## src/rtl/assert_macros.svh

```systemverilog
// ----------------------------------------------------------------------------
// Assertion macros
// Concurrent assertion wrappers, compiled out when NO_ASSERTIONS is set.
// ----------------------------------------------------------------------------
`ifndef ASSERT_MACROS_SVH
`define ASSERT_MACROS_SVH

`ifndef NO_ASSERTIONS

`define ASSERT_ALWAYS(lbl, clk, rst, expr) \
  lbl: assert property (@(posedge clk) disable iff (rst) (expr)) \
    else $error("assertion failed: always");

`define ASSERT_IMPLIES(lbl, clk, rst, ante, cons) \
  lbl: assert property (@(posedge clk) disable iff (rst) (ante) |-> (cons)) \
    else $error("assertion failed: same cycle implication");

`define ASSERT_NEXT(lbl, clk, rst, ante, cons) \
  lbl: assert property (@(posedge clk) disable iff (rst) (ante) |=> (cons)) \
    else $error("assertion failed: next cycle implication");

`else

`define ASSERT_ALWAYS(lbl, clk, rst, expr)
`define ASSERT_IMPLIES(lbl, clk, rst, ante, cons)
`define ASSERT_NEXT(lbl, clk, rst, ante, cons)

`endif

`endif

```

## src/rtl/swspd_pkg.sv

```systemverilog
// ----------------------------------------------------------------------------
// swspd_pkg
// Types, constants and helpers of the single-wire sensor pulse decoder.
// ----------------------------------------------------------------------------
`default_nettype none

package swspd_pkg;

  localparam int FRAME_BITS = 40;
  localparam int BIT_CNT_W  = $clog2(FRAME_BITS + 1);
  localparam int FRAME_W    = 40;   // low 40 bits hold the checksum and bytes 0-3

  localparam int PADDR_W    = 3;
  localparam int PERIOD_W   = 16;
  localparam int FREQ_W     = 27;
  localparam int DELTA_W    = PERIOD_W + 1;
  localparam int SCALE_W    = 24;
  localparam int THR_W      = 11;
  localparam int MEAS_W     = 41;   // delta * 1e7 and k * freq both fit here

  localparam logic [PERIOD_W-1:0] TIMER_PERIOD_RST = 16'd20000;
  localparam logic [FREQ_W-1:0]   TIMER_FREQ_RST   = 27'd1000000;
  localparam logic [SCALE_W-1:0]  SCALE_TENTH_US   = 24'd10000000;

  // threshold table, t >= k  <=>  delta*1e7 >= k*freq
  localparam int NUM_THR = 5;
  localparam logic [2:0] THR_ZERO_LO = 3'd0;
  localparam logic [2:0] THR_ZERO_HI = 3'd1;
  localparam logic [2:0] THR_ONE_LO  = 3'd2;
  localparam logic [2:0] THR_SYNC_LO = 3'd3;
  localparam logic [2:0] THR_HI      = 3'd4;

  localparam logic [2:0] CALC_LAST = 3'(NUM_THR + 1);

  localparam logic OP_START = 1'b0;
  localparam logic OP_EDGE  = 1'b1;

  localparam logic REG_PERIOD = 1'b0;
  localparam logic REG_FREQ   = 1'b1;

  typedef enum logic [1:0] {
    STAT_NONE  = 2'd0,
    STAT_ABORT = 2'd1,
    STAT_OK    = 2'd2,
    STAT_CKSUM = 2'd3
  } status_t;

  typedef enum logic [2:0] {
    PH_IDLE = 3'b001,
    PH_SYNC = 3'b010,
    PH_BITS = 3'b100
  } phase_t;

  typedef enum logic [3:0] {
    S_IDLE  = 4'b0001,
    S_DELTA = 4'b0010,
    S_CALC  = 4'b0100,
    S_APPLY = 4'b1000
  } fsm_t;

  function automatic logic [THR_W-1:0] thr_k(input logic [2:0] idx);
    logic [THR_W-1:0] k;
    case (idx)
      THR_ZERO_LO: k = 11'd701;
      THR_ZERO_HI: k = 11'd1000;
      THR_ONE_LO:  k = 11'd1201;
      THR_SYNC_LO: k = 11'd1551;
      THR_HI:      k = 11'd1650;
      default:     k = 11'd1650;
    endcase
    return k;
  endfunction

  function automatic logic [15:0] sign_mag(input logic [7:0] hi, input logic [7:0] lo);
    logic [15:0] mag;
    mag = {1'b0, hi[6:0], lo};
    return hi[7] ? 16'(16'd0 - mag) : mag;
  endfunction

endpackage

`default_nettype wire

```

## src/rtl/swspd_if.sv

```systemverilog
// ----------------------------------------------------------------------------
// swspd channel interfaces
// Valid/ready channels for edge beats in and decoder results out.
// ----------------------------------------------------------------------------
`default_nettype none

interface swspd_in_if;
  logic        valid;
  logic        ready;
  logic        opcode;
  logic [15:0] capture_value;

  modport source (output valid, output opcode, output capture_value, input ready);
  modport sink   (input valid, input opcode, input capture_value, output ready);
endinterface

interface swspd_out_if;
  logic        valid;
  logic        ready;
  logic [1:0]  status;
  logic [15:0] temperature;
  logic [15:0] humidity;

  modport source (output valid, output status, output temperature, output humidity,
                  input ready);
  modport sink   (input valid, input status, input temperature, input humidity,
                  output ready);
endinterface

`default_nettype wire

```

## src/rtl/single_wire_sensor_pulse_decoder.sv

```systemverilog
// ----------------------------------------------------------------------------
// single_wire_sensor_pulse_decoder
// Decodes sensor line falling-edge captures into humidity and temperature.
// ----------------------------------------------------------------------------
// Each input beat gives one result beat. A start beat, or an edge beat while
// disarmed, goes straight to the frame update; an armed edge beat first forms
// the tick delta, then runs on the shared 27x24 multiplier (delta scaling,
// then one product per pulse-width threshold, each compared against the
// scaled delta), and then updates the frame. Input is taken only between
// beats; a finished result waits in the output register while the next beat
// is accepted. Timer period and tick frequency are APB registers at 0x0 and
// 0x4.
`default_nettype none
`include "assert_macros.svh"

module single_wire_sensor_pulse_decoder
  import swspd_pkg::*;
(
  input  logic               clk,
  input  logic               rst,
  swspd_in_if.sink           item,
  swspd_out_if.source        result,
  input  logic               psel,
  input  logic               penable,
  input  logic               pwrite,
  input  logic [PADDR_W-1:0] paddr,
  input  logic [31:0]        pwdata,
  output logic [31:0]        prdata,
  output logic               pready
);

  fsm_t                 state;
  logic [2:0]           cnt;
  logic                 op;
  logic [15:0]          cap;
  logic [DELTA_W-1:0]   delta;
  logic [MEAS_W-1:0]    prod;
  logic [MEAS_W-1:0]    meas;
  logic [NUM_THR-1:0]   ge;
  logic                 out_valid;
  status_t              status;

  logic [PERIOD_W-1:0]  timer_period;
  logic [FREQ_W-1:0]    timer_freq;

  phase_t               phase;
  logic [BIT_CNT_W-1:0] bit_count;
  logic [15:0]          last_capture;
  logic [FRAME_W-1:0]   frame_bits;
  logic [15:0]          temperature_value;
  logic [15:0]          humidity_value;

  logic [DELTA_W-1:0]   delta_next;
  logic [DELTA_W-1:0]   wrap_up;
  logic [FREQ_W-1:0]    freq_eff;
  logic [FREQ_W-1:0]    mul_a;
  logic [SCALE_W-1:0]   mul_b;
  logic [FREQ_W+SCALE_W-1:0] mul_p;
  logic [2:0]           ge_idx;
  logic                 is_sync, is_zero, is_one;
  logic [FRAME_W-1:0]   frame_shift;
  logic [BIT_CNT_W-1:0] bit_cnt_inc;
  logic [7:0]           ck_sum;
  logic                 cfg_wr;

  // ---- configuration port ----
  assign pready = 1'b1;
  assign cfg_wr = psel && penable && pwrite && pready;

  always_comb begin
    unique case (paddr[2])
      REG_PERIOD: prdata = 32'(timer_period);
      REG_FREQ:   prdata = 32'(timer_freq);
      default:    prdata = 32'd0;
    endcase
  end

  // ---- datapath ----
  always_comb begin
    wrap_up = DELTA_W'(timer_period) + DELTA_W'(cap);
    if (cap > last_capture) begin
      delta_next = DELTA_W'(cap) - DELTA_W'(last_capture);
    end else if (wrap_up >= DELTA_W'(last_capture)) begin
      delta_next = wrap_up - DELTA_W'(last_capture);
    end else begin
      delta_next = '0;
    end
  end

  assign freq_eff = (timer_freq == '0) ? FREQ_W'(1) : timer_freq;

  // shared multiplier: step 0 scales the delta, later steps form k * freq
  always_comb begin
    if (cnt == 3'd0) begin
      mul_a = FREQ_W'(delta);
      mul_b = SCALE_TENTH_US;
    end else begin
      mul_a = freq_eff;
      mul_b = SCALE_W'(thr_k(cnt - 3'd1));
    end
    mul_p = mul_a * mul_b;
  end

  assign ge_idx = cnt - 3'd2;

  assign is_sync = ge[THR_SYNC_LO] && !ge[THR_HI];
  assign is_zero = ge[THR_ZERO_LO] && !ge[THR_ZERO_HI];
  assign is_one  = ge[THR_ONE_LO] && !ge[THR_HI];

  assign frame_shift = {frame_bits[FRAME_W-2:0], is_one};
  assign bit_cnt_inc = bit_count + BIT_CNT_W'(1);
  assign ck_sum      = frame_shift[39:32] + frame_shift[31:24]
                     + frame_shift[23:16] + frame_shift[15:8];

  // ---- sequencer ----
  always_ff @(posedge clk) begin
    if (rst) begin
      state             <= S_IDLE;
      cnt               <= '0;
      out_valid         <= 1'b0;
      status            <= STAT_NONE;
      timer_period      <= TIMER_PERIOD_RST;
      timer_freq        <= TIMER_FREQ_RST;
      phase             <= PH_IDLE;
      bit_count         <= '0;
      last_capture      <= '0;
      frame_bits        <= '0;
      temperature_value <= '0;
      humidity_value    <= '0;
    end else begin
      if (cfg_wr) begin
        unique case (paddr[2])
          REG_PERIOD: timer_period <= pwdata[PERIOD_W-1:0];
          REG_FREQ:   timer_freq   <= pwdata[FREQ_W-1:0];
          default:    ;
        endcase
      end

      if (out_valid && result.ready && state != S_APPLY) begin
        out_valid <= 1'b0;
      end

      unique case (state)
        S_IDLE: begin
          if (item.valid) begin
            op  <= item.opcode;
            cap <= item.capture_value;
            if (item.opcode == OP_EDGE && phase != PH_IDLE) begin
              state <= S_DELTA;
            end else begin
              state <= S_APPLY;
            end
          end
        end
        S_DELTA: begin
          delta <= delta_next;
          cnt   <= '0;
          state <= S_CALC;
        end
        S_CALC: begin
          prod <= mul_p[MEAS_W-1:0];
          cnt  <= cnt + 3'd1;
          if (cnt == 3'd1) begin
            meas <= prod;
          end else if (cnt >= 3'd2) begin
            ge[ge_idx] <= (meas >= prod);
          end
          if (cnt == CALC_LAST) begin
            state <= S_APPLY;
          end
        end
        S_APPLY: begin
          if (!out_valid || result.ready) begin
            out_valid <= 1'b1;
            status    <= STAT_NONE;
            state     <= S_IDLE;
            if (op == OP_START) begin
              phase        <= PH_SYNC;
              bit_count    <= '0;
              last_capture <= '0;
              frame_bits   <= '0;
            end else if (phase == PH_SYNC) begin
              last_capture <= cap;
              if (is_sync) begin
                phase     <= PH_BITS;
                bit_count <= '0;
              end
            end else if (phase == PH_BITS) begin
              last_capture <= cap;
              if (is_zero || is_one) begin
                frame_bits <= frame_shift;
                if (bit_cnt_inc >= BIT_CNT_W'(FRAME_BITS)) begin
                  phase     <= PH_IDLE;
                  bit_count <= '0;
                  if (ck_sum == frame_shift[7:0]) begin
                    temperature_value <= sign_mag(frame_shift[23:16], frame_shift[15:8]);
                    humidity_value    <= sign_mag(frame_shift[39:32], frame_shift[31:24]);
                    status            <= STAT_OK;
                  end else begin
                    status <= STAT_CKSUM;
                  end
                end else begin
                  bit_count <= bit_cnt_inc;
                end
              end else begin
                phase  <= PH_IDLE;
                status <= STAT_ABORT;
              end
            end
          end
        end
        default: state <= S_IDLE;
      endcase
    end
  end

  assign item.ready         = (state == S_IDLE);
  assign result.valid       = out_valid;
  assign result.status      = status;
  assign result.temperature = temperature_value;
  assign result.humidity    = humidity_value;

  // ---- assertions ----
  `ASSERT_ALWAYS(a_bit_count_range, clk, rst, bit_count < BIT_CNT_W'(FRAME_BITS))
  `ASSERT_NEXT(a_busy_after_accept, clk, rst, item.valid && item.ready, !item.ready)
  `ASSERT_IMPLIES(a_calc_step_range, clk, rst, state == S_CALC, cnt <= CALC_LAST)
  `ASSERT_IMPLIES(a_result_from_apply, clk, rst, $rose(out_valid), $past(state) == S_APPLY)

endmodule

`default_nettype wire

```

## src/flat_wrapper.sv

```systemverilog
// flat-port wrapper written by rule: the top's interface ports become plain ports
module single_wire_sensor_pulse_decoder_flat import swspd_pkg::*;
  (clk, rst, psel, penable, pwrite, paddr, pwdata, prdata, pready, item_valid, item_opcode, item_capture_value, item_ready, result_valid, result_status, result_temperature, result_humidity, result_ready);
  swspd_in_if item_i ();
  swspd_out_if result_i ();
  input  logic clk;
  input  logic rst;
  input  logic psel;
  input  logic penable;
  input  logic pwrite;
  input  logic [PADDR_W-1:0] paddr;
  input  logic [31:0] pwdata;
  output logic [31:0] prdata;
  output logic pready;
  input wire logic [$bits(item_i.valid)-1:0] item_valid;
  input wire logic [$bits(item_i.opcode)-1:0] item_opcode;
  input wire logic [$bits(item_i.capture_value)-1:0] item_capture_value;
  output wire logic [$bits(item_i.ready)-1:0] item_ready;
  output wire logic [$bits(result_i.valid)-1:0] result_valid;
  output wire logic [$bits(result_i.status)-1:0] result_status;
  output wire logic [$bits(result_i.temperature)-1:0] result_temperature;
  output wire logic [$bits(result_i.humidity)-1:0] result_humidity;
  input wire logic [$bits(result_i.ready)-1:0] result_ready;
  assign item_i.valid = item_valid;
  assign item_i.opcode = item_opcode;
  assign item_i.capture_value = item_capture_value;
  assign item_ready = item_i.ready;
  assign result_valid = result_i.valid;
  assign result_status = result_i.status;
  assign result_temperature = result_i.temperature;
  assign result_humidity = result_i.humidity;
  assign result_i.ready = result_ready;
  single_wire_sensor_pulse_decoder u_core (.clk(clk), .rst(rst), .item(item_i), .result(result_i), .psel(psel), .penable(penable), .pwrite(pwrite), .paddr(paddr), .pwdata(pwdata), .prdata(prdata), .pready(pready));
endmodule
```

## config.mk

```make
export PLATFORM = sky130hd
export DESIGN_NAME = single_wire_sensor_pulse_decoder_flat
export DESIGN_NICKNAME = d
export VERILOG_FILES = /design/src/rtl/swspd_pkg.sv /design/src/rtl/swspd_if.sv /design/src/rtl/single_wire_sensor_pulse_decoder.sv /design/src/flat_wrapper.sv
export VERILOG_INCLUDE_DIRS = /design/src /design/src/rtl
export SDC_FILE = /design/constraint.sdc
export NUM_CORES = 2
export LEC_CHECK = 0
export ABC_AREA = 1
export BUFFER_PORTS_ARGS = -buffer_cell sky130_fd_sc_hd__buf_4
export CAP_MARGIN = 0
export CORE_ASPECT_RATIO = 1.75
export CORE_MARGIN = 4
export CORE_UTILIZATION = 30
export DETAILED_ROUTE_END_ITERATION = 10
export HOLD_SLACK_MARGIN = 0.02
export PLACE_DENSITY = 0.5
export SETUP_SLACK_MARGIN = 0.1
export SLEW_MARGIN = 20
export SYNTH_ARGS = -nofsm -noshare
export SYNTH_HDL_FRONTEND = slang
export SYNTH_SLANG_ARGS = --single-unit
```

## constraint.sdc

```tcl
create_clock -name clk -period 7.99 [get_ports clk]
set_clock_uncertainty 0.05 [all_clocks]
set_input_delay 0.799 -clock clk [delete_from_list [all_inputs] [get_ports clk]]
set_output_delay 0.799 -clock clk [all_outputs]
set_load 0.01 [all_outputs]
```

Word-level counts from Yosys, hierarchy flattened
Cells that the tools add are included.

Register bits after elaboration: 270. Output and inout port bits: 69. Input port bits: 59. Word-level logic and storage cells: 144.

Muxes and demuxes: 46. Equal/unequal tests: 24. Order comparisons: 7. Bitwise logic cells: 4. Reduce and logical (&&, ||, !) cells: 32. $add $sub $neg: 12. $mul: 1.

Operators with widths (number): 39-bit two-way mux (4); 16-bit two-way mux (5); 32-bit one-hot mux with 2 select lines (1); 27-bit two-way mux (2); 11-bit one-hot mux with 4 select lines (1); 41-bit greater-or-equal comparator (1); 27-bit by 24-bit multiplier with 41-bit output (1); 6-bit two-way mux (6); 17-bit two-way mux (2); 1-bit by 15-bit subtractor with 16-bit output, first input constant (2); 27-bit logical NOT (1); 8-bit adder (3); 24-bit two-way mux (1); 3-bit two-way mux (6); 16-bit by 16-bit adder with 17-bit output (1); 17-bit by 16-bit greater-or-equal comparator with 1-bit output (1); 16-bit by 16-bit subtractor with 17-bit output (1); 17-bit by 16-bit subtractor with 17-bit output (1); 16-bit > comparator (1); 4-bit two-way mux (4); 4-bit one-hot mux with 4 select lines (1); 5-bit AND reduction (3); 3-bit AND reduction (4); 2-bit two-way mux (5); other kinds (34) (68).

Longest topological paths before layout
Depth after elaboration: 10. Gate-level depth with buffers: 38. Mapped depth without buffers: 37.

Least setup slack after synthesis
No wires, ideal clock.

Path type: register -> register. From: register u_core.cnt[0]. To: register u_core.prod[26] (data pin). Path buffers: 1. Cell stages (with the launch flop): 38. Library setup time: 262 ps. Path slack: 812 ps. Arrival time: 6866 ps. Clock period less this slack: 7178 ps. Data required time: 7678 ps. Cells stage by stage: dfxtp_1 inv_1 ha_1 xnor2_1 inv_2 nor2_2 nor2_2 inv_2 nor2_4 nand2_2 nand2_2 inv_2 buf_2 nand2_1 inv_1 fa_1 inv_1 fa_1 (+2 left out) fa_1 inv_1 fa_1 inv_1 fa_1 inv_1 fa_1 inv_1 ha_1 nand2_1 nor2_1 nor2_1 inv_1 a21oi_1 inv_1 a21oi_1 o21ai_1 xor2_1.

Cells in the longest elaborated chain, start to end: 5. Elaborated cells on any way between the ends: 10. Those cells by class: add/sub (1); mul (1); eq/ne (3); mux (3); reduce/logical (2).

RTL lines: from (decl) (RTL line single_wire_sensor_pulse_decoder.sv:33) `logic [2:0] cnt;`; from (signal assigned) (RTL line single_wire_sensor_pulse_decoder.sv:162) `cnt <= cnt + 3'd1;`; 3-bit by 1-bit subtractor with 3-bit output (RTL line single_wire_sensor_pulse_decoder.sv:99) `mul_b = SCALE_W'(thr_k(cnt - 3'd1));`; 3-bit by 2-bit equality test with 1-bit output (tied with other cells) (RTL line swspd_pkg.sv:63) `case (idx)`; 11-bit one-hot mux with 4 select lines (RTL line swspd_pkg.sv:63); 24-bit two-way mux (RTL line single_wire_sensor_pulse_decoder.sv:94) `if (cnt == 3'd0) begin`; 27-bit by 24-bit multiplier with 41-bit output * (RTL line single_wire_sensor_pulse_decoder.sv:101) `mul_p = mul_a * mul_b;`; via u_core.mul_p[26] (RTL line single_wire_sensor_pulse_decoder.sv:58) `logic [FREQ_W+SCALE_W-1:0] mul_p;`; to (signal assigned) (RTL line single_wire_sensor_pulse_decoder.sv:161) `prod <= mul_p[MEAS_W-1:0];`; to (decl) (RTL line single_wire_sensor_pulse_decoder.sv:37) `logic [MEAS_W-1:0] prod;`.

Mark *: on every way through the listed nets, which the timed path passes. The rest lies on a longest branch. A chain may end at the register's enable or synchronous reset.

Worst setup path after layout
From: register u_core.cnt[1]. To: register u_core.prod[37] (data pin).

The elaborated chain is that of the path after synthesis.

==> impl_metrics.json <==
{
  "drive_gt1_frac": 0.0939,
  "die_y_um": 424,
  "yosys.cell_count.top_type": "inv_1",
  "clkLatencyLatePin_ns": 0.61,
  "synthFlopType": "dfxtp_1",
  "antenna_found_initial": 0,
  "drt-total-wl_um": 93400,
  "grt_setup_unrepaired": "no",
  "async_reset_ff_frac": 0,
  "powerDensity_nw_per_um2": 112,
  "multi_input_area_um2": 19500,
  "clk_path_buf_depth": 3,
  "finalWorstSetupSlack_ns": 0.436,
  "setup_viol": 0,
  "regToRegEndpoint": "u_core.prod[37]",
  "whs_endpoint": "u_core.cap[15]",
  "die_area_um2": 104000,
  "min-delay-start": "item_capture_value[15]",
  "grt_usage": 0.179,
  "r2r_setup_slack_ns": 0.44,
  "routedWlPerCell_um": 17.9,
  "hold_path_class": "input pin to flop",
  "drtIter0Drc": 1094,
  "ff2ff_path_depth": 31,
  "cts_inserted_buffers": 27,
  "placed_cell_area_um2": 32700,
  "die_w_um": 246,
  "drt-vias-per-instance": 4.58,
  "worstPathArrival_ns": 7.84,
  "worst_path_most_repeated_cell": "inv_1",
  "core_area_um2": 98100,
  "dr_total_vias": 24000,
  "final_max_slew_viol_count": 0,
  "drc": 0,
  "max-vdd-ir-drop_mv": 0.169,
  "drv_cap": 0,
  "cts_sinks": 270,
  "endpoint_kind": "flop",
  "synth_seq_cells": 270,
  "hold_viol": 0,
  "final_area_um2": 33900,
  "fin_crit_ns": 7.55,
  "worst-path-buf-inv": 12,
  "cts_hold_buffers": 0,
  "syn_area_per_cell_um2": 7.99,
  "synth_warnings": 0,
  "cts_root_buf": "clkbuf_16",
  "seq_area_um2": 6620,
  "syn_area_um2": 29600,
  "cts_tree": "built",
  "place.gp.congestion": 0.934,
  "critical-path-max-stage-delay_ns": 0.52,
  "hold_depth": 1,
  "grt_pass1_vias": 25700,
  "period_share": 0.945,
  "yosys-top-cells-count": "inv_1 (873), nand2_1 (619), nor2_1 (384)",
  "drtAntennaViolNets": 0,
  "reg2reg_from": "u_core.cnt[1]",
  "slew-limit-headroom": 0.321,
  "portBuffers": 114,
  "finalNonFillerCells": 5231,
  "p_leak_nw": 16.8,
  "synthCells": 3705,
  "grt_pass1_wl_um": 143000,
  "setup_tns_ns": 0,
  "rows": 152,
  "synth_top_cell_by_area": "fa_1",
  "critPathTopFamily": "adder cells",
  "max_clock_freq_mhz": 132,
  "cts.clk_slew.worst_paths_ns": 0.07,
  "worstSetupStartpointType": "flop",
  "dp_hpwl_um": 80500,
  "area_growth_syn_to_layout_pct": 14.5,
  "dp_slack_ns": 0.131,
  "synth_cell_types": 52,
  "fillers": 10600,
  "status": "completed",
  "grt_start_max_net_pins": 76,
  "cp_slowest_cell": "fa_1",
  "grt.overflow.total": 0,
  "synth-edff-count": 121,
  "critPathMaxFanout": 11,
  "yosys-top-cells-area": "fa_1 (23%), ha_1 (14%), edfxtp_1 (12%), inv_1 (11%), dfxtp_1 (10%)",
  "htree_num_levels": 1,
  "dr.pass1.iters": 5,
  "seq_area_frac_synth": 0.223,
  "initial_core_util": 0.302,
  "nNetsFinal": 4623,
  "synth_top_area_frac": 0.230,
  "crit_type": "flop to flop",
  "cp.required_ns": 8.28,
  "tightest_slew_ns": 1.02,
  "ios": 128,
  "placed_cells": 5177
}
state kept, by name, indices dropped and copies added (netlist names):
name and flops:
u_core.last_capture 16, u_core.result.valid 1, u_core.timer_period 16, u_core.delta 17, u_core.timer_freq 27, u_core.cap 16
u_core.state 4, u_core.result.status 2, u_core.phase 3, u_core.frame_bits 39, u_core.prod 41, u_core.op 1
u_core.cnt 3, u_core.ge 5, u_core.meas 41, u_core.result.humidity 16, u_core.result.temperature 16, u_core.bit_count 6
power breakdown:
part	internal (mW)	switching [mW]	total, mW
sequential	1.48	0.0198	1.50
combinational	0.303	0.521	0.824
clock	0.856	0.613	1.47
layout make-up:
class / instances / area share
Antenna cell: 2 / 0.000148
Clock buffer: 30 / 0.0206
Clock inverter: 20 / 0.00849
Inverter: 902 / 0.100
Multi-Input combinational cell: 2475 / 0.575
Sequential cell: 270 / 0.195
Tap cell: 1309 / 0.0483
Timing Repair Buffer: 223 / 0.0515
how the worst max path moves through the flow:
stage             startpoint  cells past startpoint  slack (ns)              end
6_report       u_core.cnt[1]                     31        0.44  u_core.prod[37]
3_3_place_gp   u_core.cnt[0]                     30        0.21  u_core.prod[37]
2_1_floorplan  u_core.cnt[0]                     37        0.81  u_core.prod[26]
3_5_place_dp   u_core.cnt[0]                     30        0.13  u_core.prod[37]
5_1_grt        u_core.cnt[1]                     36        0.08  u_core.prod[33]
4_1_cts        u_core.cnt[0]                     31        0.12  u_core.prod[26]
per-layer routing:
metal / routed length, um / part of all wire / track usage
met4: 7040 / 0.075 / 0.105
met2: 53400 / 0.57 / 0.371
met3: 2120 / 0.023 / 0.0118
met5: 0 / 0 / 0
met1: 30800 / 0.33 / 0.165
per-stage QoR:
step / hold WS, ns / power, mW / utilization
after global placement: 0.382 / 2.35 / 0.333
final: 0.316 / 3.79 / 0.345
after CTS: 0.275 / 3.84 / 0.343
after floorplan: 0.376 / 2.09 / -
after global routing: 0.299 / 3.98 / 0.345
after detailed placement: 0.382 / 2.35 / 0.333
kinds of logic after synthesis:
family	Yosys count	synth area share
simple gates	1213	0.168
buf+inv	988	0.128
fa+ha+maj	665	0.367
compound gates	471	0.0849
flops	270	0.223
xor+xnor	96	0.0284
other cells	2	0.000254
layout by cell type (no fill, tap or decap), types with 34 or more instances in the layout:
| cell type | n |
|---|---|
| inv_1 | 869 |
| nand2_1 | 614 |
| nor2_1 | 371 |
| fa_1 | 341 |
| ha_1 | 320 |
| a21oi_1 | 227 |
| buf_4 | 217 |
| dfxtp_1 | 149 |
| edfxtp_1 | 121 |
| o21ai_0 | 120 |
| nand3_1 | 98 |
| xor2_1 | 61 |
| o21ai_1 | 53 |
| xnor2_1 | 34 |
repair_timing:
action / CTS / global route
setup endpoints to repair: 1 / 20
hold endpoints to repair: 0 / 0
pin swaps: 0 / 7
gates resized for setup: 1 / 54
gates cloned: 0 / 1
setup buffers: 0 / 1
Power figures use the tool's default switching activity.
